### src/rtl/ita_pkg.sv
// Types and constants of the tile averaging block.
// No dependencies; every file but the assertion macro header refers to it by scoped names.
package ita_pkg;

   localparam int DIM_W      = 13;           // frame and tile dimensions
   localparam int CNT_W      = 9;            // tile counts per axis
   localparam int SLD_W      = 7;
   localparam int NUM_W      = 16;           // geometry divider operands
   localparam int AREA_W     = 2 * DIM_W;
   localparam int CH_W       = 8;
   localparam int SUM_W      = AREA_W + CH_W;
   localparam int MEAN_STEPS = 8;            // quotient is below 2**CH_W
   localparam int TCOL_W     = 8;
   localparam int TROW_W     = 12;
   localparam int CSR_IDX_W  = 3;
   localparam int CSR_DATA_W = 13;

   localparam logic [SLD_W-1:0] SLIDER_FULL = 7'd127;

   localparam logic [CSR_IDX_W-1:0] CSR_IMAGE_WIDTH  = 3'd0;
   localparam logic [CSR_IDX_W-1:0] CSR_IMAGE_HEIGHT = 3'd1;
   localparam logic [CSR_IDX_W-1:0] CSR_SLIDER_X     = 3'd2;
   localparam logic [CSR_IDX_W-1:0] CSR_SLIDER_Y     = 3'd3;
   localparam logic [CSR_IDX_W-1:0] CSR_MAX_TILES_X  = 3'd4;
   localparam logic [CSR_IDX_W-1:0] CSR_MAX_TILES_Y  = 3'd5;

   localparam logic [DIM_W-1:0] RST_IMAGE_WIDTH  = 13'd640;
   localparam logic [DIM_W-1:0] RST_IMAGE_HEIGHT = 13'd480;
   localparam logic [SLD_W-1:0] RST_SLIDER       = 7'd0;
   localparam logic [CNT_W-1:0] RST_MAX_TILES_X  = 9'd64;
   localparam logic [CNT_W-1:0] RST_MAX_TILES_Y  = 9'd48;

   typedef struct packed {
      logic [CH_W-1:0] chan_a;
      logic [CH_W-1:0] chan_b;
      logic [CH_W-1:0] chan_c;
   } pixel_type;

   typedef struct packed {
      logic [CH_W-1:0]   avg_a;
      logic [CH_W-1:0]   avg_b;
      logic [CH_W-1:0]   avg_c;
      logic [TCOL_W-1:0] tile_col;
      logic [TROW_W-1:0] tile_row;
      logic              frame_done;
   } tile_type;

   // Frame geometry derived from the registers.
   typedef struct packed {
      logic [DIM_W-1:0]  fw;
      logic [DIM_W-1:0]  fh;
      logic [DIM_W-1:0]  tw;
      logic [DIM_W-1:0]  th;
      logic [DIM_W-1:0]  ncols;
      logic [DIM_W-1:0]  nrows;
      logic [AREA_W-1:0] area;
   } geom_type;

   typedef logic [2:0][SUM_W-1:0] sum3_type;
   typedef logic [2:0][CH_W-1:0]  mean3_type;

endpackage

### src/rtl/ita_mean.sv
// Three-lane restoring divider for tile means, one quotient bit per cycle.
// The quotient is known to fit CH_W bits. Uses ita_pkg.
module ita_mean (
   input  logic                           clock,
   input  logic                           reset,
   input  logic                           start,
   input  ita_pkg::sum3_type              sums,
   input  logic [ita_pkg::AREA_W-1:0]     area,
   output logic                           done,
   output ita_pkg::mean3_type             mean
);

   localparam int SW = ita_pkg::SUM_W;

   ita_pkg::sum3_type  rem_ff, rem_in;
   ita_pkg::mean3_type q_ff, q_in;
   logic [SW-1:0] div_ff, div_in;
   logic [$clog2(ita_pkg::MEAN_STEPS)-1:0] cnt_ff, cnt_in;
   logic run_ff, run_in, done_ff, done_in;

   assign done = done_ff;
   assign mean = q_ff;

   always_comb begin
      rem_in  = rem_ff;
      q_in    = q_ff;
      div_in  = div_ff;
      cnt_in  = cnt_ff;
      run_in  = run_ff;
      done_in = 1'b0;
      if (start) begin
         rem_in = sums;
         div_in = SW'(area) << (ita_pkg::MEAN_STEPS - 1);
         cnt_in = '0;
         run_in = 1'b1;
      end else if (run_ff) begin
         for (int i = 0; i < 3; i++) begin
            if (rem_ff[i] >= div_ff) begin
               rem_in[i] = rem_ff[i] - div_ff;
               q_in[i]   = {q_ff[i][ita_pkg::CH_W-2:0], 1'b1};
            end else begin
               q_in[i]   = {q_ff[i][ita_pkg::CH_W-2:0], 1'b0};
            end
         end
         div_in = div_ff >> 1;
         cnt_in = cnt_ff + 1'b1;
         if (cnt_ff == '1) begin
            run_in  = 1'b0;
            done_in = 1'b1;
         end
      end
   end

   always_ff @(posedge clock) begin
      if (reset) begin
         run_ff  <= 1'b0;
         done_ff <= 1'b0;
         cnt_ff  <= '0;
      end else begin
         run_ff  <= run_in;
         done_ff <= done_in;
         cnt_ff  <= cnt_in;
      end
      rem_ff <= rem_in;
      q_ff   <= q_in;
      div_ff <= div_in;
   end

endmodule

### config.mk
export PLATFORM = sky130hd
export DESIGN_NAME = ita_mean
export DESIGN_NICKNAME = d
export VERILOG_FILES = /design/src/rtl/ita_pkg.sv /design/src/rtl/ita_mean.sv
export SDC_FILE = /design/constraint.sdc
export NUM_CORES = 1
export LEC_CHECK = 0
export BUFFER_PORTS_ARGS = -buffer_cell sky130_fd_sc_hd__buf_4
export CAP_MARGIN = 25
export CORE_AREA = 2 2 143 145
export CTS_BUF_LIST = sky130_fd_sc_hd__clkbuf_4 sky130_fd_sc_hd__clkbuf_8
export CTS_CLUSTER_DIAMETER = 60
export CTS_CLUSTER_SIZE = 20
export DETAILED_ROUTE_END_ITERATION = 8
export DIE_AREA = 0 0 145 147
export PLACE_DENSITY = 0.81
export RECOVER_POWER = 25
export SYNTH_ARGS = -nofsm -noshare
export SYNTH_HDL_FRONTEND = slang
export SYNTH_SLANG_ARGS = --single-unit
### constraint.sdc
create_clock -name clock -period 6.06 [get_ports clock]
set_input_delay 0.909 -clock clock [delete_from_list [all_inputs] [get_ports clock]]
set_output_delay 0.909 -clock clock [all_outputs]
set_load 0.01 [all_outputs]
After elaboration in Yosys (flattened, before gate mapping)
Cells that the tools add are included. Widths: inputs -> output; s select.

$add $sub $neg: 4. $lt $le $gt $ge: 3. Eq/ne operators: 1. Muxes and demuxes: 14. Bitwise operators: 2. Reductions and logical operators: 10.

Operators by type and width (count): $mux 102 (2); $ge 34x33->1 (3); $mux 34 (3); $sub 34x33->34 (3); $mux 33 (2); $reduce_and 2->1 (4); $reduce_bool 2->1 (4); $mux 1 (7); $add 3x1->3 const B (1); $eq 3x3->1 const B (1); $reduce_or 3->1 (1); $not 1->1 (2); $reduce_or 2->1 (1).

Flip-flop bits (word level): 164. Bits of input ports: 131. Output and inout port bits: 25. Logic and storage cells: 45.

Logic depth before layout (Yosys ltp)
Word-level depth: 4. Gate-level depth with buffers: 12. Depth with buffers taken out: 12.

Worst setup path before layout
OpenSTA, ideal clock, no wires.

Path type: flip-flop to flip-flop. Start: register rem_ff[34] in the netlist's numbering. End: register rem_ff[34] in the netlist's numbering (enable). Library setup time: 0.394 ns. Data arrival time: 3.117 ns. Required time: 5.666 ns. Slack: 2.549 ns. Cell stages (with the launch flop): 13. Buffers on the path: 0. Period minus slack after synthesis: 3.511 ns. Path through: edfxtp_1 -> inv_1 -> ha_1 -> fa_1 -> nor2b_1 -> o31a_1 -> a31oi_1 -> a21oi_1 -> nor2_1 -> o221ai_1 -> a21oi_1 -> o21ai_1 -> a31o_1.

Longest elaborated chain between the ends: 3.

Ends and longest elaborated chain: from (decl) (RTL line ita_mean.sv:15) `ita_pkg::sum3_type rem_ff, rem_in;`; from (signal assigned) (RTL line ita_mean.sv:64) `rem_ff <= rem_in;`; $ge 34x33->1 (RTL line ita_mean.sv:38) `if (rem_ff[i] >= div_ff) begin`; $reduce_bool 2->1 (no line); $reduce_and 2->1 (no line).

Every way passes these cells. A chain may end at the register's enable or synchronous reset.

Worst setup path in the final report
Start: register rem_ff[34] in the netlist's numbering. End: register rem_ff[36] in the netlist's numbering (enable).

Same word-level chain as after synthesis.

==> results.json <==
{
  "worst_path_max_delay_cell": "a31o_1",
  "whs_endpoint": "mean[18]$_DFFE_PP_",
  "diodes": 0,
  "overflow": 0,
  "ys_seq_elements": 164,
  "multi_input_area_sq_um": 6360,
  "row_count": 52,
  "reg2reg_depth": 14,
  "async_flop_share": 0,
  "timing.rr.start": "rem_ff[34]$_DFFE_PP_",
  "grt_pass1_wl_um": 50300,
  "arrival_ns": 4.45,
  "final_area_sq_um": 13300,
  "fin_skew_ns": 0.0157,
  "ys.flop_type": "edfxtp_1",
  "p_sw_w": 0.00214,
  "path_max_fanout": 18,
  "ys_types": 68,
  "max-clock-path-buffers": 2,
  "cpPeakStageDelay_ns": 0.82,
  "r2r_slack_ns": 1.78,
  "p_sw_frac": 0.413,
  "yosysWarningCount": 0,
  "dr_wl_met3_um": 2210,
  "peakVddDrop_mv": 0.183,
  "top_layer_used": "met4",
  "p_int_w": 0.00305,
  "cts_resized": 0,
  "max_freq_mhz": 234,
  "crit_required_ns": 6.23,
  "nNetsFinal": 1602,
  "worstHoldPathCells": 0,
  "core_sq_um": 19800,
  "period_needed_ns": 4.28,
  "drt-met1-wl_um": 13700,
  "crit_chain": "inv_1 > ha_1 > fa_1 > nor2b_1 > o31a_1 > a31oi_1 > a21oi_1 > nor2_1 > o221ai_1 > buf_4 > a21oi_1 > o21ai_1 > a31o_1 > buf_4",
  "start_util": 0.585,
  "cts_hold_buf": 0,
  "pwr_density_cell_nw_per_um2": 391,
  "post-route-period-util": 0.706,
  "grt_pass1_vias": 9749,
  "critPathLaunchType": "flip-flop",
  "cts_tree": "done",
  "cts_root_buffer": "clkbuf_8",
  "antenna_left": 0,
  "setup_viol": 0,
  "synth_nets": 1469,
  "dr.pass1.iters": 5,
  "fin_util": 0.669,
  "clk_pin_slew_ns": 0.10,
  "finalHoldViolCount": 0,
  "cp-end-kind": "flip-flop",
  "syn_avg_cell_area_sq_um": 9.40,
  "fin_setup_tns_ns": 0,
  "syn_area_sq_um": 11600,
  "grt_max_degree": 83,
  "worstHoldStart": "mean[17]$_DFFE_PP_",
  "htree_levels": 4,
  "wl_met2_um": 14800,
  "finalWeightedCongestion": 0.996,
  "io_buffer_count": 155,
  "die_h_um": 147,
  "path_buf_inv": 3,
  "leakage_nw": 5.64,
  "reg2reg_to": "rem_ff[36]$_DFFE_PP_",
  "synth_top_area_frac": 0.393,
  "synth_area_leaders": "edfxtp_1 (39%), ha_1 (11%), nand2_1 (5.2%)",
  "maxCapViolCount": 1,
  "drive_gt1_frac": 0.131,
  "cts-buffers-inserted": 17,
  "slew_viol_final": 76,
  "post_cts_buffers": 0,
  "cpLargestDelayFamily": "compound AO/OA/AOI/OAI gates",
  "fill_cells": 1607,
  "status": "finished, violations left",
  "fp.dieW_um": 145,
  "num_vias": 10100,
  "grtUsageTotal": 0.298,
  "power_frac_clock": 0.161,
  "dp_hpwl_um": 24300,
  "whs_ns": 0.450,
  "grt_setup_unrepaired": "false",
  "netlist_instances": 1234,
  "violations": "max-capacitance violations, max-slew violations",
  "final_cell_mix": "nand2_1 (162), edfxtp_1 (152), buf_4 (137)",
  "drt-total-wl_um": 31700,
  "drc": 0,
  "synth_edf_count": 152,
  "via_per_inst": 6.10,
  "drt_iter0_drc": 943,
  "layout_commonest_cell": "nand2_1",
  "holdCritPathClass": "flip-flop to flip-flop",
  "avgRoutedWirePerCell_um": 19.2,
  "ios": 156,
  "postPlaceCellArea_sq_um": 13000,
  "insertion_delay_ns": 0.48,
  "worstMarginPinSlew_ns": 2.59,
  "cts.sinks": 164,
  "antenna_found_initial": 0,
  "place_inst": 1618,
  "slew_headroom": -0.729,
  "syn_to_final_growth_pct": 14.5,
  "seqPwrFrac": 0.325,
  "synth-seq-area-share": 0.414,
  "critPathKind": "flip-flop to flip-flop",
  "synth_top_cell_by_area": "edfxtp_1",
  "stdcell_count": 1650,
  "seq_area_sq_um": 4800,
  "dieArea_sq_um": 21300,
  "comb_power_share": 0.514
}
worst max-delay path by stage:
stage	slack, ns	endpoint	start	cells after the start
2_1_floorplan	2.55	rem_ff[34]$_DFFE_PP_	rem_ff[34]$_DFFE_PP_	12
3_3_place_gp	1.98	rem_ff[65]$_DFFE_PP_	rem_ff[34]$_DFFE_PP_	14
3_5_place_dp	1.82	rem_ff[35]$_DFFE_PP_	rem_ff[34]$_DFFE_PP_	14
4_1_cts	1.80	rem_ff[44]$_DFFE_PP_	rem_ff[34]$_DFFE_PP_	14
5_1_grt	1.49	rem_ff[45]$_DFFE_PP_	div_ff[0]$_SDFFE_PP0P_	13
6_report	1.78	rem_ff[36]$_DFFE_PP_	rem_ff[34]$_DFFE_PP_	14
worst reg2reg max path: stages, from the launching register on:
cell and delay [ns]:
edfxtp_1 0.33, inv_1 0.04, ha_1 0.21, fa_1 0.40
nor2b_1 0.20, o31a_1 0.20, a31oi_1 0.14, a21oi_1 0.37
nor2_1 0.15, o221ai_1 0.19, buf_4 0.19, a21oi_1 0.10
o21ai_1 0.19, a31o_1 0.82, buf_4 0.41
power by group through the flow:
stage	Sequential (W)	Combinational, W	Clock (W)
floorplan	0.00167	0.00199	0
global placement	0.00170	0.00253	0
detailed placement	0.00171	0.00259	0
CTS	0.00169	0.00262	0.000843
global route	0.00171	0.00294	0.000890
finish	0.00169	0.00267	0.000838
cell usage after synthesis, drive strengths merged, types with 9 or more instances:
library cell / count
a21oi: 93
dfxtp: 12
o31ai: 9
and3: 15
o21bai: 13
a31oi: 12
nor2: 60
o21ai: 137
and2: 9
clkbuf: 47
nor3: 15
nand3: 30
nor2b: 12
inv: 65
mux2i: 10
a22o: 17
xnor2: 32
nand4: 14
ha: 101
xor2: 44
a211oi: 15
o21a: 12
a21o: 57
nand2: 163
edfxtp: 152
per-stage QoR:
| stage | total power (W) | setup WS (ns) |
|---|---|---|
| after detailed placement | 0.00430 | 1.82 |
| final | 0.00520 | 1.78 |
| after global placement | 0.00423 | 1.98 |
| after global routing | 0.00554 | 1.49 |
| after CTS | 0.00515 | 1.80 |
| after floorplan | 0.00366 | 2.55 |
sequential cells by signal (all words and copies together), names as in the netlist:
signal and cells:
run_ff 1, done 1, div_ff 33, mean 24, cnt_ff 3, rem_ff 102
per-layer routing:
metal  up-vias  track usage
met5         -            0
met4         0        0.114
met3        61       0.0528
met2       445        0.487
met1      4720        0.398
li1       4831            -
kinds of logic (layout without fill, tap and decap cells):
| family | Yosys count | in the layout | share of synthesized area |
|---|---|---|---|
| xor gates and xnor gates | 76 | 76 | 0.0574 |
| AOI/OAI and AO/OA | 410 | 410 | 0.224 |
| buffers and inverters | 116 | 262 | 0.0380 |
| adders and majority gates | 104 | 104 | 0.114 |
| DFF | 164 | 164 | 0.414 |
| muxes | 14 | 14 | 0.0128 |
| and+or+nand+nor | 350 | 350 | 0.139 |
layout make-up:
type | count | share of cell area
inverters | 66 | 0.0186
repair buffers | 164 | 0.0856
well taps | 270 | 0.0254
clock inverters | 15 | 0.0126
multi-input cells | 954 | 0.478
flip-flops and latches | 164 | 0.362
clock buffers | 17 | 0.0176
Note: power is estimated with default switching activity, not from simulation.
