`src/rtl/ita_pkg.sv`:
```
// Types and constants of the tile averaging block.
// No dependencies; every file but the assertion macro header refers to it by scoped names.
package ita_pkg;

   localparam int DIM_W      = 13;           // frame and tile dimensions
   localparam int CNT_W      = 9;            // tile counts per axis
   localparam int SLD_W      = 7;
   localparam int NUM_W      = 16;           // geometry divider operands
   localparam int AREA_W     = 2 * DIM_W;
   localparam int CH_W       = 8;
   localparam int SUM_W      = AREA_W + CH_W;
   localparam int MEAN_STEPS = 8;            // quotient is below 2**CH_W
   localparam int TCOL_W     = 8;
   localparam int TROW_W     = 12;
   localparam int CSR_IDX_W  = 3;
   localparam int CSR_DATA_W = 13;

   localparam logic [SLD_W-1:0] SLIDER_FULL = 7'd127;

   localparam logic [CSR_IDX_W-1:0] CSR_IMAGE_WIDTH  = 3'd0;
   localparam logic [CSR_IDX_W-1:0] CSR_IMAGE_HEIGHT = 3'd1;
   localparam logic [CSR_IDX_W-1:0] CSR_SLIDER_X     = 3'd2;
   localparam logic [CSR_IDX_W-1:0] CSR_SLIDER_Y     = 3'd3;
   localparam logic [CSR_IDX_W-1:0] CSR_MAX_TILES_X  = 3'd4;
   localparam logic [CSR_IDX_W-1:0] CSR_MAX_TILES_Y  = 3'd5;

   localparam logic [DIM_W-1:0] RST_IMAGE_WIDTH  = 13'd640;
   localparam logic [DIM_W-1:0] RST_IMAGE_HEIGHT = 13'd480;
   localparam logic [SLD_W-1:0] RST_SLIDER       = 7'd0;
   localparam logic [CNT_W-1:0] RST_MAX_TILES_X  = 9'd64;
   localparam logic [CNT_W-1:0] RST_MAX_TILES_Y  = 9'd48;

   typedef struct packed {
      logic [CH_W-1:0] chan_a;
      logic [CH_W-1:0] chan_b;
      logic [CH_W-1:0] chan_c;
   } pixel_type;

   typedef struct packed {
      logic [CH_W-1:0]   avg_a;
      logic [CH_W-1:0]   avg_b;
      logic [CH_W-1:0]   avg_c;
      logic [TCOL_W-1:0] tile_col;
      logic [TROW_W-1:0] tile_row;
      logic              frame_done;
   } tile_type;

   // Frame geometry derived from the registers.
   typedef struct packed {
      logic [DIM_W-1:0]  fw;
      logic [DIM_W-1:0]  fh;
      logic [DIM_W-1:0]  tw;
      logic [DIM_W-1:0]  th;
      logic [DIM_W-1:0]  ncols;
      logic [DIM_W-1:0]  nrows;
      logic [AREA_W-1:0] area;
   } geom_type;

   typedef logic [2:0][SUM_W-1:0] sum3_type;
   typedef logic [2:0][CH_W-1:0]  mean3_type;

endpackage

```
`src/rtl/ita_geom.sv`:
```
// Register file and geometry sequencer: tile counts by reciprocal multiply, then tile sides
// and tiles per frame through one shared restoring divider, tile area by one multiply. Uses ita_pkg.
module ita_geom #(
   parameter int MAX_DIM = 4096
) (
   input  logic                           clock,
   input  logic                           reset,
   input  logic                           csr_we,
   input  logic [ita_pkg::CSR_IDX_W-1:0]  csr_index,
   input  logic [ita_pkg::CSR_DATA_W-1:0] csr_wdata,
   output logic                           busy,
   output ita_pkg::geom_type              geom
);

   localparam int DimMax = (1 << ita_pkg::DIM_W) - 1;
   localparam logic [ita_pkg::DIM_W-1:0] ClampDim =
      ita_pkg::DIM_W'((MAX_DIM > DimMax) ? DimMax : MAX_DIM);
   localparam int NW = ita_pkg::NUM_W;
   localparam int RW = NW + 17;
   localparam int RecipShift = 23;
   // ceil(2**23 / 127): exact floor division for numerators up to 127 * 511
   localparam logic [RW-1:0] Recip127 = RW'(66053);

   typedef enum logic [2:0] {G_IDLE, G_LOAD, G_DIV, G_RECIP, G_STORE, G_MUL} gstate_type;
   typedef enum logic [2:0] {OP_CX, OP_CY, OP_TW, OP_TH, OP_NC, OP_NR} op_type;

   gstate_type state_ff, state_in;
   op_type     op_ff, op_in;
   logic [ita_pkg::DIM_W-1:0] width_ff, width_in, height_ff, height_in;
   logic [ita_pkg::SLD_W-1:0] slx_ff, slx_in, sly_ff, sly_in;
   logic [ita_pkg::CNT_W-1:0] mtx_ff, mtx_in, mty_ff, mty_in;
   logic [ita_pkg::CNT_W-1:0] cx_ff, cx_in, cy_ff, cy_in;
   logic [NW-1:0] n_ff, n_in, d_ff, d_in, q_ff, q_in;
   logic [NW:0]   rem_ff, rem_in, rem_t;
   logic [RW-1:0] prod;
   logic [$clog2(NW)-1:0] cnt_ff, cnt_in;
   ita_pkg::geom_type geom_ff, geom_in;
   logic [ita_pkg::CNT_W-1:0] q_cnt;

   function automatic logic [ita_pkg::DIM_W-1:0] clamp_dim(input logic [ita_pkg::DIM_W-1:0] d);
      logic [ita_pkg::DIM_W-1:0] r;
      r = d;
      if (d == '0) r = ita_pkg::DIM_W'(1);
      else if (d > ClampDim) r = ClampDim;
      return r;
   endfunction

   assign busy = (state_ff != G_IDLE);
   assign geom = geom_ff;
   // count floors at one
   assign q_cnt = (q_ff == '0) ? ita_pkg::CNT_W'(1) : q_ff[ita_pkg::CNT_W-1:0];

   always_comb begin
      state_in  = state_ff;
      op_in     = op_ff;
      width_in  = width_ff;
      height_in = height_ff;
      slx_in    = slx_ff;
      sly_in    = sly_ff;
      mtx_in    = mtx_ff;
      mty_in    = mty_ff;
      cx_in     = cx_ff;
      cy_in     = cy_ff;
      n_in      = n_ff;
      d_in      = d_ff;
      q_in      = q_ff;
      rem_in    = rem_ff;
      cnt_in    = cnt_ff;
      geom_in   = geom_ff;
      rem_t     = {rem_ff[NW-1:0], n_ff[NW-1]};
      prod      = RW'(n_ff) * Recip127;
      case (state_ff)
         G_LOAD: begin
            case (op_ff)
               OP_CX: begin
                  n_in = NW'(ita_pkg::SLIDER_FULL - slx_ff) * NW'(mtx_ff);
                  geom_in.fw = clamp_dim(width_ff);
                  geom_in.fh = clamp_dim(height_ff);
               end
               OP_CY: begin
                  n_in = NW'(ita_pkg::SLIDER_FULL - sly_ff) * NW'(mty_ff);
               end
               OP_TW: begin
                  n_in = NW'(geom_ff.fw);
                  d_in = NW'(cx_ff);
               end
               OP_TH: begin
                  n_in = NW'(geom_ff.fh);
                  d_in = NW'(cy_ff);
               end
               OP_NC: begin
                  n_in = NW'(geom_ff.fw);
                  d_in = NW'(geom_ff.tw);
               end
               OP_NR: begin
                  n_in = NW'(geom_ff.fh);
                  d_in = NW'(geom_ff.th);
               end
               default: begin
                  n_in = '0;
                  d_in = '0;
               end
            endcase
            rem_in   = '0;
            q_in     = '0;
            cnt_in   = '0;
            // division by the slider span goes through the reciprocal
            state_in = ((op_ff == OP_CX) || (op_ff == OP_CY)) ? G_RECIP : G_DIV;
         end
         G_RECIP: begin
            q_in     = NW'(prod >> RecipShift);
            state_in = G_STORE;
         end
         G_DIV: begin
            n_in = {n_ff[NW-2:0], 1'b0};
            if (rem_t >= {1'b0, d_ff}) begin
               rem_in = rem_t - {1'b0, d_ff};
               q_in   = {q_ff[NW-2:0], 1'b1};
            end else begin
               rem_in = rem_t;
               q_in   = {q_ff[NW-2:0], 1'b0};
            end
            cnt_in = cnt_ff + 1'b1;
            if (cnt_ff == '1) state_in = G_STORE;
         end
         G_STORE: begin
            state_in = G_LOAD;
            case (op_ff)
               OP_CX: begin
                  cx_in = q_cnt;
                  op_in = OP_CY;
               end
               OP_CY: begin
                  cy_in = q_cnt;
                  op_in = OP_TW;
               end
               OP_TW: begin
                  geom_in.tw = q_ff[ita_pkg::DIM_W-1:0];
                  op_in = OP_TH;
               end
               OP_TH: begin
                  geom_in.th = q_ff[ita_pkg::DIM_W-1:0];
                  op_in = OP_NC;
               end
               OP_NC: begin
                  geom_in.ncols = q_ff[ita_pkg::DIM_W-1:0];
                  op_in = OP_NR;
               end
               OP_NR: begin
                  geom_in.nrows = q_ff[ita_pkg::DIM_W-1:0];
                  state_in = G_MUL;
               end
               default: state_in = G_IDLE;
            endcase
         end
         G_MUL: begin
            geom_in.area = ita_pkg::AREA_W'(geom_ff.tw) * ita_pkg::AREA_W'(geom_ff.th);
            state_in = G_IDLE;
         end
         G_IDLE: ;
         default: state_in = G_IDLE;
      endcase
      // any register write restarts the sequence
      if (csr_we) begin
         case (csr_index)
            ita_pkg::CSR_IMAGE_WIDTH:  width_in  = csr_wdata;
            ita_pkg::CSR_IMAGE_HEIGHT: height_in = csr_wdata;
            ita_pkg::CSR_SLIDER_X:     slx_in    = csr_wdata[ita_pkg::SLD_W-1:0];
            ita_pkg::CSR_SLIDER_Y:     sly_in    = csr_wdata[ita_pkg::SLD_W-1:0];
            ita_pkg::CSR_MAX_TILES_X:  mtx_in    = csr_wdata[ita_pkg::CNT_W-1:0];
            ita_pkg::CSR_MAX_TILES_Y:  mty_in    = csr_wdata[ita_pkg::CNT_W-1:0];
            default: ;
         endcase
         state_in = G_LOAD;
         op_in    = OP_CX;
      end
   end

   always_ff @(posedge clock) begin
      if (reset) begin
         state_ff  <= G_LOAD;
         op_ff     <= OP_CX;
         width_ff  <= ita_pkg::RST_IMAGE_WIDTH;
         height_ff <= ita_pkg::RST_IMAGE_HEIGHT;
         slx_ff    <= ita_pkg::RST_SLIDER;
         sly_ff    <= ita_pkg::RST_SLIDER;
         mtx_ff    <= ita_pkg::RST_MAX_TILES_X;
         mty_ff    <= ita_pkg::RST_MAX_TILES_Y;
         cnt_ff    <= '0;
      end else begin
         state_ff  <= state_in;
         op_ff     <= op_in;
         width_ff  <= width_in;
         height_ff <= height_in;
         slx_ff    <= slx_in;
         sly_ff    <= sly_in;
         mtx_ff    <= mtx_in;
         mty_ff    <= mty_in;
         cnt_ff    <= cnt_in;
      end
      cx_ff   <= cx_in;
      cy_ff   <= cy_in;
      n_ff    <= n_in;
      d_ff    <= d_in;
      q_ff    <= q_in;
      rem_ff  <= rem_in;
      geom_ff <= geom_in;
   end

endmodule

```
`config.mk`:
```
export PLATFORM = sky130hd
export DESIGN_NAME = ita_geom
export DESIGN_NICKNAME = d
export VERILOG_FILES = /design/src/rtl/ita_pkg.sv /design/src/rtl/ita_geom.sv
export SDC_FILE = /design/constraint.sdc
export NUM_CORES = 1
export LEC_CHECK = 0
export BUFFER_PORTS_ARGS = -buffer_cell sky130_fd_sc_hd__buf_4
export CORE_MARGIN = 10
export CORE_UTILIZATION = 63
export DETAILED_ROUTE_END_ITERATION = 16
export PLACE_DENSITY = 0.81
export SLEW_MARGIN = 20
export SYNTH_ARGS = -nofsm -noshare
export SYNTH_HDL_FRONTEND = slang
export SYNTH_SLANG_ARGS = --single-unit
```
`constraint.sdc`:
```
create_clock -name clock -period 7.26 [get_ports clock]
set_clock_uncertainty 0.1 [all_clocks]
set_input_delay 0.363 -clock clock [delete_from_list [all_inputs] [get_ports clock]]
set_output_delay 0.363 -clock clock [all_outputs]
set_load 0.01 [all_outputs]
```
# Word-level counts from Yosys, hierarchy flattened
# Cells that the tools add are included.
dict set report totals {
  register_bits 254
  in_bits 19
  out_inout_bits 105
  wordCells 104
}
dict set report classes {
  n_addsub 4
  n_mul 4
  magnitude_cmp 3
  n_eq_ne 17
  muxes 16
  bitwise 2
  reduce_logical 34
}
# operator count
set op_table {}
lappend op_table {{16-bit one-hot mux with 5 select lines} 1}
lappend op_table {{16-bit one-hot mux with 2 select lines} 2}
lappend op_table {{16-bit one-hot mux with 4 select lines} 1}
lappend op_table {{16-bit one-hot mux with 3 select lines} 1}
lappend op_table {{16-bit by 17-bit multiplier with 33-bit output, second input constant} 1}
lappend op_table {{8-bit by 10-bit multiplier with 16-bit output} 2}
lappend op_table {{2-bit AND reduction} 16}
lappend op_table {{3-bit one-hot mux with 5 select lines} 2}
lappend op_table {{13-bit greater-than comparator, second input constant} 2}
lappend op_table {{13-bit zero test} 2}
lappend op_table {{13-bit by 13-bit multiplier with 26-bit output} 1}
lappend op_table {{13-bit 2-to-1 mux} 2}
lappend op_table {{3-bit by 2-bit == test with 1-bit output, second input constant} 6}
lappend op_table {{3-bit == test, second input constant} 6}
lappend op_table {{17-bit by 16-bit greater-or-equal comparator with 1-bit output} 1}
lappend op_table {{16-bit zero test} 1}
lappend op_table {{16-bit 2-to-1 mux} 1}
lappend op_table {{16-bit subtractor} 1}
lappend op_table {{7-bit by 7-bit subtractor with 8-bit output, first input constant} 2}
lappend op_table {{2-bit OR reduction} 6}
lappend op_table {{3-bit by 1-bit == test with 1-bit output, second input constant} 3}
lappend op_table {{3-bit zero test} 3}
lappend op_table {{9-bit 2-to-1 mux} 1}
lappend op_table {{4-bit one-hot mux with 2 select lines} 1}
lappend op_table {{other kinds (12)} 15}

# Logic depth before layout (Yosys ltp)
# Gate-level depths: netlist of the first run.
dict set report depth {
  depth_word 4
  ltp_mapped 20
  mapped_depth_nobuf 19
}

# Worst setup path before layout of the first run
# OpenSTA, ideal clock, no wires.
dict set report synth_path {
  path_kind {register to register}
  from {register geom_ff, in the netlist geom[53]}
  to {register geom_ff, in the netlist geom[23], data pin}
  arrival_time_ps 5258
  t_required_ps 7022
  slack_ps 1765
  path_stages_with_launch 21
  path_buffers 2
  synth_period_minus_slack_ps 5495
  path_cell_list {edfxtp_1 -> clkbuf_1 -> and2_1 -> fa_1 -> inv_1 -> fa_1 -> inv_1 -> fa_1 -> fa_1 -> inv_1 -> fa_1 -> inv_1 -> ha_1 -> buf_2 -> a2111oi_2 -> o21ai_1 -> or3b_1 -> a31oi_1 -> o21a_1 -> or4_1 -> nand4_1}
}
dict set report synth_via {
  elab_chain_len 1
}
# item line_no
set synth_rtl {}
lappend synth_rtl {{from (decl)} ita_geom.sv:37} ;# ita_pkg::geom_type geom_ff, geom_in;
lappend synth_rtl {{from (signal assigned)} ita_geom.sv:207} ;# geom_ff <= geom_in;
lappend synth_rtl {{13-bit by 13-bit multiplier with 26-bit output} ita_geom.sv:157} ;# geom_in.area = ita_pkg::AREA_W'(geom_ff.tw) * ita_pkg::AREA_W'(geom_ff.th);
# No other way between the ends.
# A chain may end at the register's enable or synchronous reset.

# Worst setup path after layout of the first run
dict set report layout_path {
  from {register geom_ff, in the netlist geom[74]}
  to {register geom_ff, in the netlist geom[19], data pin}
}
# The elaborated chain is that of the path after synthesis.

==> results of run 1 <==
## per-stage QoR
stage               cells  util [%]  worst slack (ps)
floorplan            2271         -              1760
global placement     2782      68.1              1430
detailed placement   2782      68.1              1250
CTS                  2840      71.1              1240
global route         2840      71.1               880
finish               2840      71.1              1200
## worst paths after layout
path / startpoint / to / slack (ps) / cells after the start
min reg2reg: width_ff[0] / width_ff[0] / 360 / 2
max: geom[74] / geom[19] / 1200 / 18
min: csr_wdata[5] / width_ff[5] / 30 / 3
max reg2reg: geom[74] / geom[19] / 1200 / 18
## cells by family after synthesis
kind of cell    Yosys count
xor+xnor                 51
flops                   251
mux                      47
simple gates            718
compound gates          297
fa+ha+maj               458
buf+inv                 449
## Yosys cell counts (all sizes together), types with 3 or more instances
library cell / n
inv: 371
ha: 255
nand2: 252
fa: 203
edfxtp: 183
nor2b: 131
a21oi: 100
and2: 92
nor2: 87
clkbuf: 73
dfxtp: 68
o21ai: 53
mux2i: 47
nand2b: 37
nor3: 31
xor2: 29
nand3: 22
xnor2: 22
o22ai: 18
a211oi: 16
o21a: 16
o211ai: 15
a21o: 14
or3: 13
a31oi: 12
nand3b: 12
nand4: 10
nor4: 9
a22oi: 8
a2111oi: 7
a32oi: 5
buf: 5
a221oi: 4
and3: 4
nor3b: 4
o21bai: 4
o41ai: 4
or4: 4
a31o: 3
and4: 3
or2: 3
## registers in the layout (all words and copies together) (netlist names)
signal / count
geom: 104
n_ff: 16
q_ff: 16
rem_ff: 16
d_ff: 13
height_ff: 13
width_ff: 13
cx_ff: 9
cy_ff: 9
mtx_ff: 9
mty_ff: 9
slx_ff: 7
sly_ff: 7
cnt_ff: 4
op_ff: 3
state_ff: 3
## per-layer routing
layer,share of wire (%),vias to the layer above
li1,-,7695
met1,39,8174
met2,50,663
met3,7.2,138
met4,4.3,0
met5,0,-
## tightest hold or removal path, delay by kind of cell
family	cells	cell delay (ps)
AO/OA/AOI/OAI	1	50
buffers and inverters	1	160
AND/OR/NAND/NOR	1	60
## power breakdown
group | internal, mW | switching [mW] | total [mW] | leakage, nW
registers | 1.65 | 0.139 | 1.78 | 2.35
clock network | 0.884 | 0.616 | 1.50 | 0.479
logic | 0.757 | 1.05 | 1.81 | 8.65
total | 3.29 | 1.81 | 5.09 | 11.5
## area by class of cell
type                            instances  area, um2
Multi-Input combinational cell       1571      13800
Clock inverter                         15        158
Tap cell                              455        569
Sequential cell                       251       6860
Timing Repair Buffer                  141       1080
Inverter                              371       1390
Fill cell                            2518      10000
Clock buffer                           36        826
## timing repair
action                                 in CTS  in global routing
resized for setup                           0                  0
endpoints found under the hold margin      19                  0
hold buffers                                7                  0
==> impl.org, run 1 <==
** Run status
- Outcome :: finished clean

** Critical path
- STA classifies the critical path startpoint as a register.
- For this run, the slowest stage of the critical path takes 630 ps.
- Data on the critical path is required at its endpoint by around 7500 ps.
- Critical path buffers and inverters :: 4
- The critical path is of the register to register type.
- Cells traversed along the worst timing path :: and2_1 > fa_1 > inv_1 > fa_1 > inv_1 > fa_1 > fa_1 > inv_1 > fa_1 > inv_1 > ha_1 > o21a_1 > o211ai_1 > or3b_1 > a31oi_1 > nand2_1 > a31oi_1 > xor2_1
- The slowest stage of the critical path is the sky130_fd_sc_hd__edfxtp_1 cell.
- Arrival time at the worst endpoint :: 6280 ps
- The worst setup path is captured at a register.
- Along the worst path, the maximum fanout reaches 15.
- Among cell families on the critical path, the largest total delay comes from adder cells.
- Cell occurring most often along the worst timing path :: sky130_fd_sc_hd__fa_1

** CTS
- The clock drives 251 sinks.
- H-tree depth reported by CTS :: 1
- TritonCTS buffer count :: 28
- The clock reaches the later pin of the worst-skew pair after roughly 570 ps.
- Clock tree from TritonCTS :: yes
- Clock tree synthesis selected as its root buffer the cell sky130_fd_sc_hd__clkbuf_16.
- Clock slew at the register clock pins of the worst setup and hold paths :: ~60 ps
- Post-CTS repair timing setup buffer count :: 0
- Clk buf depth :: 3

** Power and ir drop
- Dividing total power by cell area gives a power density of between 200 and 250 nW/um2.
- Total Power :: slightly above 5 mW
- The worst-case IR drop observed on VDD is 0.223 mV.
- Reported leakage power :: roughly 11 nW

** Logic synthesis
- Post-Synthesis Net Count :: between 2000 and 3000
- Cell area after synthesis :: 22300 um2
- During synthesis, Yosys emitted a total of 0 warnings.
- Counting flops with an async set or reset pin after synthesis yields a share of 0%.
- Number of synthesized flops with an enable pin :: around 180
- Of the post-synthesis cell area, the dominant cell type holds 24.6%.
- Flip-flop and latch count after synthesis :: about 250
- After Yosys synthesis, XOR and XNOR cells account for under 10% of the synthesized area.
- Most common flop cell mapped by yosys :: sky130_fd_sc_hd__edfxtp_1
- Main combinational cell family by area after synthesis :: adder cells
- Post-synthesis share of cell area spent on full adders, half adders and majority gates :: 32.5%
- Count of mapped cells out of synthesis :: roughly 2300
- The synthesized design spends more area on one cell type than any other, namely sky130_fd_sc_hd__edfxtp_1.
- After synthesis, the mean cell area works out to around 9.8 um2.
- In this run, distinct cell masters in the synthesized netlist total between 70 and 80.
- Area fraction in compound gates after synthesis :: 8.81%
- Largest cells by area after synthesis :: sky130_fd_sc_hd__edfxtp_1 25%, sky130_fd_sc_hd__fa_1 18%, sky130_fd_sc_hd__ha_1 14%
- Part of the Yosys area used for sequential elements :: between 30 and 40%
- Share of synthesized area spent on multiplexers :: under 10%
- Simple-gate share of the synthesized area :: between 10% and 20%

** Drt
- Count of nets left with antenna violations after detail routing :: 0
- Number of optimization iterations in the first detailed-route pass :: 6
- Summing over every cut layer, the via total after detailed routing is 16670.
- Dividing the detail-routed via count by the number of cells gives 5.87.
- For this run, design rule violations remaining after detail routing come to 0.
- After detailed routing, the average wire length per cell comes to between 15 and 20 um.
- The final layout contains routed wiring with a total length of between 50 and 60 mm.
- Number of violations reported at the end of detailed-routing iteration 0 :: roughly 1100

** STA
- Slew Limit Fails :: 0
- Final period demand of the worst path :: 6060 ps
- Final clock period utilization by the worst path :: between 80% and 90%
- The final count of hold timing violations came to 0.
- Setup repair after global routing left no endpoint under its margin.
- Hold is met by 26.6 ps.
- Final sum of negative setup slack :: 0 ps
- Setup violations remaining at the end of the flow were counted as 0.
- Headroom to the max-slew limit came out at 33.2%.
- Actual slew at the worst max-slew pin :: 997 ps
- Max Clk Rate :: between 0.15 and 0.2 GHz

** Global route
- Wire length of the first global-routing pass :: between 90 and 100 mm
- The number of global-route vias before repair came to about 18000.
- Met3 track utilization from global routing :: under 10%
- The initial antenna violation count came to 0.
- GRT Max-Usage Layer :: met2
- For met1 alone, demand over resource in global routing was just under 30%.
- In the global route stage, overall resource usage came out at approximately a quarter.
- Overflow left after global routing :: 0
- Entering global routing, the biggest net connects 67 pins.
- Met2 track utilization from global routing :: about 44%

** Floorplan
- Total Die Area :: approximately 43000 um2
- The die is 208 um tall.
- Ports placed on the boundary :: about 120
- Initial Util :: between 60 and 70%
- The floorplan step defined a core boundary enclosing between 30000 and 40000 um2.
- The floorplan step set the die width to about 210 um.
- Row count :: a little under 70

** Placement
- Once placement finished, the instance area stood at around 24000 um2.
- Final Wtd Congestion :: around 0.93
- Detailed-placement wirelength estimate :: ~43 mm
- Count of buffers from port buffering :: 123

** Finish
- Leaving out fill and tap cells, the most frequent cells in the layout are 371 x sky130_fd_sc_hd__inv_1, 255 x sky130_fd_sc_hd__ha_1, 251 x sky130_fd_sc_hd__nand2_1.
- The final layout contains ~2800 nets.
- Most frequent standard cell in the layout excluding fill and tap cells :: sky130_fd_sc_hd__inv_1
- Ratio of cells with drive above 1 in the final layout :: under 10%
- Diode insertion count for antenna repair :: 0
- Finished Cell Area :: 24700 um2
- Compared with the post-synthesis result, the final layout area differs by 10.5%.

** Run
- The tool flagged a number of max-cap violations equal to 0.

** Hold path
- The tightest min-delay check is of the primary input to register type.
Note: power is estimated with default switching activity, not from simulation.
==> run 2: changes to the inputs <==
--- a/config.mk
+++ b/config.mk
@@ -5,11 +5,12 @@
 export SDC_FILE = /design/constraint.sdc
 export NUM_CORES = 1
 export LEC_CHECK = 0
+export ABC_AREA = 1
 export BUFFER_PORTS_ARGS = -buffer_cell sky130_fd_sc_hd__buf_4
 export CORE_MARGIN = 10
-export CORE_UTILIZATION = 63
+export CORE_UTILIZATION = 57
 export DETAILED_ROUTE_END_ITERATION = 16
-export PLACE_DENSITY = 0.81
+export PLACE_DENSITY = 0.77
 export SLEW_MARGIN = 20
 export SYNTH_ARGS = -nofsm -noshare
 export SYNTH_HDL_FRONTEND = slang
==> constraint.sdc (replaced) <==
create_clock -name clock -period 5.4 [get_ports clock]
set_clock_uncertainty 0.1 [all_clocks]
set_input_delay 0.27 -clock clock [delete_from_list [all_inputs] [get_ports clock]]
set_output_delay 0.27 -clock clock [all_outputs]
set_load 0.01 [all_outputs]
==> run 2 against run 1 <==
  * Via count grew 16%
  * Hold slack gained 14 ps
  * Register-to-register slack lost 960 ps
  * Synthesized area up 4.8%
  * Clock-buffer cell count shrank 6
  * Largest power group unchanged
  * Setup slack got worse by 960 ps
  * First-iteration DRC count rose by 38%
  * Synthesized cell count rose by 28%
  * Largest cell class unchanged
  * Total power increased by 72%
  * Global-route usage grew 0.11 points
  * Flip-flop and latch count unchanged
  * Clock power is 39% higher
==> impl.org, run 2 <==
** Logic synthesis
- Post-synth top area share :: 23.5% (was 24.6%)
- Number of warnings reported in the yosys synthesis log :: 0 (unchanged)
- The number of enable flip-flop cells after synthesis was 183 (unchanged).
- The post-synthesis sequential area ratio came to 29.3% (was 30.7%).
- Largest cells by area after synthesis :: sky130_fd_sc_hd__edfxtp_1 23%, sky130_fd_sc_hd__fa_1 17%, sky130_fd_sc_hd__ha_1 14% (was sky130_fd_sc_hd__edfxtp_1 25%, sky130_fd_sc_hd__fa_1 18%, sky130_fd_sc_hd__ha_1 14%)
- Share of flip-flops with an asynchronous set or reset after synthesis :: 0% (unchanged)
- The most numerous cell in the Yosys netlist is sky130_fd_sc_hd__inv_1 (unchanged).
- Count of mapped cells out of synthesis :: 2898 (was 2271)
- Leading area contributor after synthesis :: sky130_fd_sc_hd__edfxtp_1 (unchanged)
- The dominant synthesized flop cell was sky130_fd_sc_hd__edfxtp_1 (unchanged).
- The simple-gate area share of the yosys netlist was 19.6% (was 16.3%).
- Count of cell types in the netlist :: 43 (was 74)
- Flip-flop and latch count after synthesis :: 251 (unchanged)
- Post-Synthesis Net Count :: 3375 (was 2748)
- Top cell types by occurrence after synthesis: 662 x sky130_fd_sc_hd__inv_1, 639 x sky130_fd_sc_hd__nand2_1, 289 x sky130_fd_sc_hd__nor2_1, 255 x sky130_fd_sc_hd__ha_1, 203 x sky130_fd_sc_hd__fa_1 (was 371 x sky130_fd_sc_hd__inv_1, 255 x sky130_fd_sc_hd__ha_1, 251 x sky130_fd_sc_hd__nand2_1, 203 x sky130_fd_sc_hd__fa_1, 183 x sky130_fd_sc_hd__edfxtp_1).
- The post-synthesis instance area was 23400 um2 (was 22300 um2).
- The multiplexer fraction of the synthesized cell area came to 0% (was 2.11%).
- Post-synthesis share of cell area spent on full adders, half adders and majority gates :: 31.0% (was 32.5%)
- The share of the synthesized area in compound gates (AO/OA/AOI/OAI) was 6.77% (was 8.81%).
- The XOR/XNOR share of the synthesized area came to 1.12% (was 2.00%).
- The average instance area after synthesis is 8.07 um2 (was 9.83 um2).
- Main combinational cell family by area after synthesis :: adder cells (unchanged)

** Global route
- Wire length of the first global-routing pass :: 102 mm (was 90.1 mm)
- Vias in the first global route :: 19463 (was 17583)
- The global routing usage on met3 is 3.65% (was 4.51%).
- The global-route track usage on met1 came to 30.6% (was 29.7%).
- Met2 track utilization from global routing :: 44.7% (was 44.4%)
- Total track usage :: 25.3% (was 25.2%)
- Initial antenna violation count :: 0 (unchanged)
- The pin count of the biggest net entering global routing was 61 (was 67).
- Overflow left after global routing :: 0 (unchanged)
- GRT Max-Usage Layer :: met2 (unchanged)

** Finish
- Flip-flop count of the largest register after layout :: 104 (unchanged)
- The proportion of layout cells with a drive suffix above 1 is 8.18% (was 8.72%).
- The synthesis-to-layout area growth came to 11.9% (was 10.5%).
- Most frequent standard cell in the layout excluding fill and tap cells :: sky130_fd_sc_hd__inv_1 (unchanged)
- Count of nets after finishing :: 3511 (was 2841)
- Diode insertion count for antenna repair :: 0 (unchanged)
- Most frequent cells in the layout: 662 x sky130_fd_sc_hd__inv_1, 639 x sky130_fd_sc_hd__nand2_1, 287 x sky130_fd_sc_hd__nor2_1 (was 371 x sky130_fd_sc_hd__inv_1, 255 x sky130_fd_sc_hd__ha_1, 251 x sky130_fd_sc_hd__nand2_1).
- The layout filler cell count came to 3490 (was 2518).

** Power and ir drop
- Fraction of power spent switching nets :: 42.9% (was 35.5%)
- Part of the total power dissipated in sequential elements :: 28.3% (was 35.0%)
- PwrDens :: 334 nW/um2 (was 206 nW/um2)
- The maximum vdd drop was 0.342 mV (was 0.223 mV).
- Reported leakage power :: 13.9 nW (was 11.5 nW)
- Internal power component :: 4.99 mW (was 3.29 mW)
- Clock network fraction of total power :: 23.8% (was 29.5%)
- Combinational group share of total power :: 47.9% (was 35.5%)
- The switching power is 3.75 mW (was 1.81 mW).

** Floorplan
- The effective utilization at floorplan came to 57.4% (was 64.3%).
- The number of primary I/O pins is 124 (unchanged).
- The area of the die was 49500 um2 (was 43400 um2).
- The core box area was 40700 um2 (was 34700 um2).
- Row count :: 74 (was 68)
- X dimension of the die :: 223 um (was 208 um)
- Die Height :: 223 um (was 208 um)

** Drt
- Number of violations reported at the end of detailed-routing iteration 0 :: 1470 (was 1066)
- The count of nets left with antenna violations after detail routing came to 0 (unchanged).
- The first-pass iteration count of the detailed router is 6 (unchanged).
- The detailed-route wire length came to 63.4 mm (was 54.9 mm).
- The mean number of vias per cell came to 5.38 (was 5.87).
- The routed wirelength normalized by instance count was 17.7 um (was 19.3 um).
- DRC Markers :: 0 (unchanged)
- Vias after detailed routing :: 19301 (was 16670)

** CTS
- Clk buf depth :: 3 (unchanged)
- Clock sink total :: 251 (unchanged)
- Clock tree root buffer cell :: sky130_fd_sc_hd__clkbuf_16 (unchanged)
- The clock transition at the register clock pins on the worst setup and hold paths after CTS was 60 ps (about the same).
- The clock tree from TritonCTS is yes (unchanged).
- H-tree depth reported by CTS :: 1 (unchanged)
- The clock buffer count from CTS was 28 (unchanged).
- Skew-Pair Late Insertion Delay :: 590 ps (was 570 ps)

** Critical path
- Critical path launch point type :: register (unchanged)
- Top delay family on crit path :: adder cells (unchanged)
- Arrival time at the worst endpoint :: 5390 ps (was 6280 ps)
- Data required time at the worst endpoint :: 5630 ps (was 7480 ps)
- The launch point of the worst reg-to-reg path is geom[68] (was geom[74]).
- The worst reg2reg path endpoint was geom[21] (was geom[19]).
- Critical path buffers and inverters :: 4 (unchanged)
- Cell with the largest stage delay on the worst path :: sky130_fd_sc_hd__edfxtp_1 (unchanged)
- The peak fanout along the critical path was 8 (was 15).
- The peak per-stage delay on the critical path came to 630 ps (about the same).
- The number of cell instances on the worst register-to-register path came to 18 (unchanged).
- The endpoint kind of the worst setup timing path is a register (unchanged).
- Kind of critical path :: register to register (unchanged)
- Cells traversed along the worst timing path :: buf_4 > nand2_1 > fa_1 > fa_1 > inv_1 > fa_1 > fa_1 > inv_1 > fa_1 > inv_1 > ha_1 > nand2_1 > nor2_1 > nand2_1 > o21ai_0 > nand2_1 > nand3_1 > nand2_1 (was and2_1 > fa_1 > inv_1 > fa_1 > inv_1 > fa_1 > fa_1 > inv_1 > fa_1 > inv_1 > ha_1 > o21a_1 > o211ai_1 > or3b_1 > a31oi_1 > nand2_1 > a31oi_1 > xor2_1)
- The internal reg-to-reg setup slack is 240 ps (was 1200 ps).

** Placement
- The placed wire-length estimate was 52.0 mm (was 42.7 mm).
- The worst setup timing slack at the placement stage came to 186 ps (was 1250 ps).
- Count of buffers from port buffering :: 123 (unchanged)
- The last weighted congestion value of the routability-driven placer came to 0.969 (was 0.931).

** STA
- Unrepaired setup endpoints after global routing :: false (unchanged)
- The share of the cycle needed by the critical path after routing is 95.6% (was 83.5%).
- Relative max-transition margin :: 41.8% (was 33.2%)
- Final period demand of the worst path :: 5160 ps (was 6060 ps)
- Final worst setup slack :: 239 ps (was 1200 ps)
- # setup viols final :: 0 (unchanged)
- The maximum frequency from static timing analysis is 0.194 GHz (was 0.165 GHz).
- The total negative slack for setup checks came to 0 ps (unchanged).
- Worst hold margin :: 40.2 ps (was 26.6 ps)
- The final count of hold timing violations is 0 (unchanged).
- Slew Limit Fails :: 0 (unchanged)
- The slew at the pin with the worst max-slew slack came to 870 ps (was 997 ps).

** Run status
- Outcome :: finished clean (unchanged)

** Hold path
- Hold Startpoint :: csr_index[0] (was csr_wdata[5])
- Hold Crit Endpoint :: width_ff[9] (was width_ff[5])
- Number of cells on the worst hold path :: 5 (was 3)
- The worst hold-check path type is primary input to register (unchanged).

** Run
- The max-cap check violation count came to 0 (unchanged).
run 2: tightest hold or removal path: stages:
cell,delay [ps]
sky130_fd_sc_hd__buf_4,90
sky130_fd_sc_hd__nor2_1,30
sky130_fd_sc_hd__inv_1,50
sky130_fd_sc_hd__nor2_1,80
sky130_fd_sc_hd__o211ai_1,150
run 2: layout make-up:
cell class / instances / area (um2) / area share (%)
clock buffers: 30 / 708 / 2.70
clock inverters: 22 / 304 / 1.16
inverters: 671 / 2520 / 9.62
multi-input cells: 1899 / 13700 / 52.4
flip-flops and latches: 251 / 6860 / 26.2
well taps: 532 / 666 / 2.54
repair buffers: 183 / 1410 / 5.39
run 2: power by group through the flow:
stage	Clock, mW	Sequential [mW]	Combinational [mW]
6_report	2.08	2.47	4.18
5_1_grt	2.18	2.48	4.87
4_1_cts	2.10	2.47	4.17
3_5_place_dp	0	2.51	4.09
3_3_place_gp	0	2.50	4.02
2_1_floorplan	0	2.38	3.09
run 2: metal layers:
metal	vias up	part of all wire [%]
met5	-	0
met4	0	4.4
met3	155	6.3
met2	687	49
met1	9183	40
li1	9276	-
run 2: metrics by stage:
stage                     utilization, %  std cells  power, mW  instance area (um2)
after floorplan                        -       2898       5.47                23400
after global placement              61.4       3519       6.53                25000
after detailed placement            61.4       3519       6.60                25000
after CTS                           64.2       3586       8.74                26200
after global routing                64.3       3588       9.53                26200
final                               64.3       3588       8.74                26200
run 2: kinds of logic (layout without fill, tap and decap cells):
| kind of cell | Yosys count | count (layout) |
|---|---|---|
| AOI/OAI and AO/OA | 285 | 285 |
| xor gates and xnor gates | 30 | 30 |
| adders and majority gates | 458 | 458 |
| buffers and inverters | 748 | 906 |
| DFF | 251 | 251 |
| and+or+nand+nor | 1126 | 1126 |
run 2: timing repair:
action | 4_1_cts | 5_1_grt
setup endpoints to repair | 0 | 2
hold buffers | 15 | 0
setup buffers | 0 | 2
gates resized for setup | 0 | 2
endpoints found under the hold margin | 59 | 0
run 2: worst max-delay path by stage:
stage          startpoint        to  slack (ps)  depth (start not counted)
6_report         geom[68]  geom[21]         240                         18
5_1_grt          geom[68]  geom[21]          20                         21
4_1_cts          geom[69]  geom[21]         170                         20
3_5_place_dp     geom[69]  geom[25]         190                         20
3_3_place_gp     geom[69]  geom[25]         270                         20
2_1_floorplan    geom[53]  geom[21]         330                         20
==> run 3: changes to the inputs <==
--- a/config.mk
+++ b/config.mk
@@ -11,6 +11,7 @@
 export CORE_UTILIZATION = 57
 export DETAILED_ROUTE_END_ITERATION = 16
 export PLACE_DENSITY = 0.77
+export RECOVER_POWER = 50
 export SLEW_MARGIN = 20
 export SYNTH_ARGS = -nofsm -noshare
 export SYNTH_HDL_FRONTEND = slang
==> run 3 against run 2 <==
  * The flow now finishes with violations (max-capacitance violations, max-slew violations)
  * Core utilization shrank 0.83 points
  * Die area is the same
  * Fmax decreased by 0.52%
  * Global-route usage unchanged
  * Via count up 0.18%
  * Flip-flop and latch count is the same
  * Total power is 0.22% lower
  * Cell count stayed put
  * Critical path depth unchanged
  * Wire length barely moved
  * Combinational power hardly changed
  * Critical endpoint unchanged
==> impl.org, run 3 (synthesis results as in run 2) <==
** CTS
- Clk buf depth :: 3 (unchanged)
- The deepest level of the CTS H-tree is 1 (unchanged).
- Clock tree from TritonCTS :: yes (unchanged)
- Clock tree root buffer cell :: sky130_fd_sc_hd__clkbuf_16 (unchanged)
- Clock sink total :: 251 (unchanged)
- Skew-Pair Late Insertion Delay :: 590 ps (about the same)
- Clock slew at the register clock pins of the worst setup and hold paths :: 60 ps (about the same)
- The clock buffer count from CTS came to 28 (unchanged).

** STA
- The worst max-slew margin expressed relative to the limit was -40.5% (was 41.8%).
- The setup violation total in the final timing report is 0 (unchanged).
- The maximum frequency from static timing analysis was 0.193 GHz (was 0.194 GHz).
- Final period demand of the worst path :: 5190 ps (was 5160 ps)
- Final sum of negative setup slack :: 0 ps (unchanged)
- The share of the cycle needed by the critical path after routing came to 96.1% (was 95.6%).
- The final count of hold timing violations was 0 (unchanged).
- Unrepaired setup endpoints after global routing: false (unchanged).
- Slew Limit Fails :: 128 (was 0)
- Actual slew at the worst max-slew pin :: 2110 ps (was 870 ps)

** Finish
- Most frequent cells in the layout :: 662 x sky130_fd_sc_hd__inv_1, 639 x sky130_fd_sc_hd__nand2_1, 288 x sky130_fd_sc_hd__nor2_1 (was 662 x sky130_fd_sc_hd__inv_1, 639 x sky130_fd_sc_hd__nand2_1, 287 x sky130_fd_sc_hd__nor2_1)
- The total number of nets in the final design came to 3511 (unchanged).
- Synth-to-layout area growth :: 10.5% (was 11.9%)
- Flip-flop count of the largest register after layout :: 104 (unchanged)
- The area taken by flip-flops and latches was 6860 um2 (unchanged).
- The commonest non-fill, non-tap cell in the layout is sky130_fd_sc_hd__inv_1 (unchanged).
- The total inserted antenna cells is 0 (unchanged).
- Fillers :: 3569 (was 3490)
- The post-layout utilization of the core came to 63.4% (was 64.3%).
- The proportion of layout cells with a drive suffix above 1 came to 5.24% (was 8.18%).
- Area used by multi-input combinational logic :: 13700 um2 (about the same)

** Global route
- Overflow left after global routing :: 0 (unchanged)
- The first-pass GRT wire length came to 102 mm (unchanged).
- The global router's overall resource usage came to 25.3% (unchanged).
- The number of global-route vias before repair is 19463 (unchanged).
- Initial antenna violation count :: 0 (unchanged)
- The pin count of the biggest net entering global routing is 61 (unchanged).

** Run
- Number of max-cap violations :: 3 (was 0)

** Critical path
- Stage delay of the slowest cell on the critical path :: 640 ps (was 630 ps)
- Arrival time at the worst endpoint :: 5420 ps (was 5390 ps)
- Top delay family on crit path :: adder cells (unchanged)
- The kind of start point of the critical path was a register (unchanged).
- Data required time at the worst endpoint :: 5630 ps (about the same)
- The slowest library cell on the worst path is sky130_fd_sc_hd__edfxtp_1 (unchanged).
- Kind of critical path :: register to register (unchanged)
- Element type at the critical path end :: register (unchanged)
- Cells traversed along the worst timing path: buf_4 > nand2_1 > fa_1 > fa_1 > inv_1 > fa_1 > fa_1 > inv_1 > fa_1 > inv_1 > ha_1 > nand2_1 > nor2_1 > nand2_1 > o21ai_0 > nand2_1 > nand3_1 > nand2_1 (unchanged).
- Critical path buffers and inverters :: 4 (unchanged)
- The peak fanout along the critical path is 8 (unchanged).

** Power and ir drop
- The maximum vdd drop is 0.342 mV (about the same).
- The leakage power was 13.5 nW (was 13.9 nW).
- The power per unit of standard cell area came to 337 nW/um2 (was 334 nW/um2).

** Drt
- Wirelength per Cell :: 17.7 um (about the same)
- The number of remaining DRC errors was 0 (unchanged).
- Vias after detailed routing :: 19336 (was 19301)
- The first-pass iteration count of the detailed router is 6 (unchanged).
- The count of nets left with antenna violations after detail routing is 0 (unchanged).
- Number of violations reported at the end of detailed-routing iteration 0 :: 1373 (was 1470)
- The detailed-route wire length was 63.4 mm (about the same).
- The mean number of vias per cell was 5.39 (was 5.38).

** Floorplan
- The effective utilization at floorplan came to 57.4% (unchanged).
- Die Height :: 223 um (unchanged)
- Core Box Area :: 40700 um2 (unchanged)
- The number of primary I/O pins is 124 (unchanged).
- The area of the die is 49500 um2 (unchanged).
- Row count :: 74 (unchanged)
- The chip width came to 223 um (unchanged).

** Placement
- The last weighted congestion value of the routability-driven placer was 0.969 (unchanged).
- Count of buffers from port buffering :: 123 (unchanged)
- Detailed-placement wirelength estimate :: 52.0 mm (unchanged)

** Run status
- Outcome :: complete, but fails checks (was finished clean)
- The final reports fail on max-capacitance violations, max-slew violations.

** Hold path
- Type of the most critical hold path :: primary input to register (unchanged)
-- run 3: through the flow --
step / worst slack, ps / cells / cell area, um2 / hold slack, ps / total power, mW
2_1_floorplan: 329 / 2898 / 23400 / 239 / 5.47
3_3_place_gp: 273 / 3519 / 25000 / 323 / 6.53
3_5_place_dp: 186 / 3519 / 25000 / 318 / 6.60
4_1_cts: 170 / 3586 / 26200 / 37.3 / 8.74
5_1_grt: 24.4 / 3588 / 25800 / 86.3 / 9.51
6_report: 213 / 3588 / 25800 / 39.9 / 8.72
-- run 3: what timing repair did --
item                       4_1_cts  5_1_grt
hold buffers                    15        0
setup endpoints to repair        0        2
gates resized for setup          0        2
hold endpoints to repair        59        0
buffers inserted                 0        2
-- run 3: per-layer routing --
metal | vias up | routed length, um | part of all wire, % | global-route usage (%)
met1 | 9229 | 25400 | 40 | 30.6
li1 | 9278 | - | - | -
met3 | 153 | 3830 | 6.0 | 3.65
met5 | - | 0 | 0 | 0
met4 | 0 | 2750 | 4.3 | 9.63
met2 | 676 | 31400 | 50 | 44.7
-- run 3: layout make-up --
cell class,count,area share [%]
clock inverters,22,1.18
well taps,532,2.58
inverters,671,9.75
clock buffers,30,2.74
repair buffers,183,4.20
multi-input cells,1899,53.0
flip-flops and latches,251,26.5
-- run 3: worst min-delay path, delay by kind of cell --
family | cells | cell delay, ps
compound gates | 1 | 150
buf+inv | 2 | 140
simple gates | 2 | 110
-- run 3: worst paths after layout --
check | from | to | slack [ps] | cells after the start
worst max register to register | geom[68] | geom[21] | 210 | 18
worst max-delay path | geom[68] | geom[21] | 210 | 18
worst min-delay path | csr_index[0] | width_ff[9] | 40 | 5
worst min register to register | height_ff[12] | geom[90] | 340 | 0
-- run 3: power by group --
part	internal [mW]	switching [mW]
clock network	1.25	0.832
logic	1.48	2.68
registers	2.24	0.232
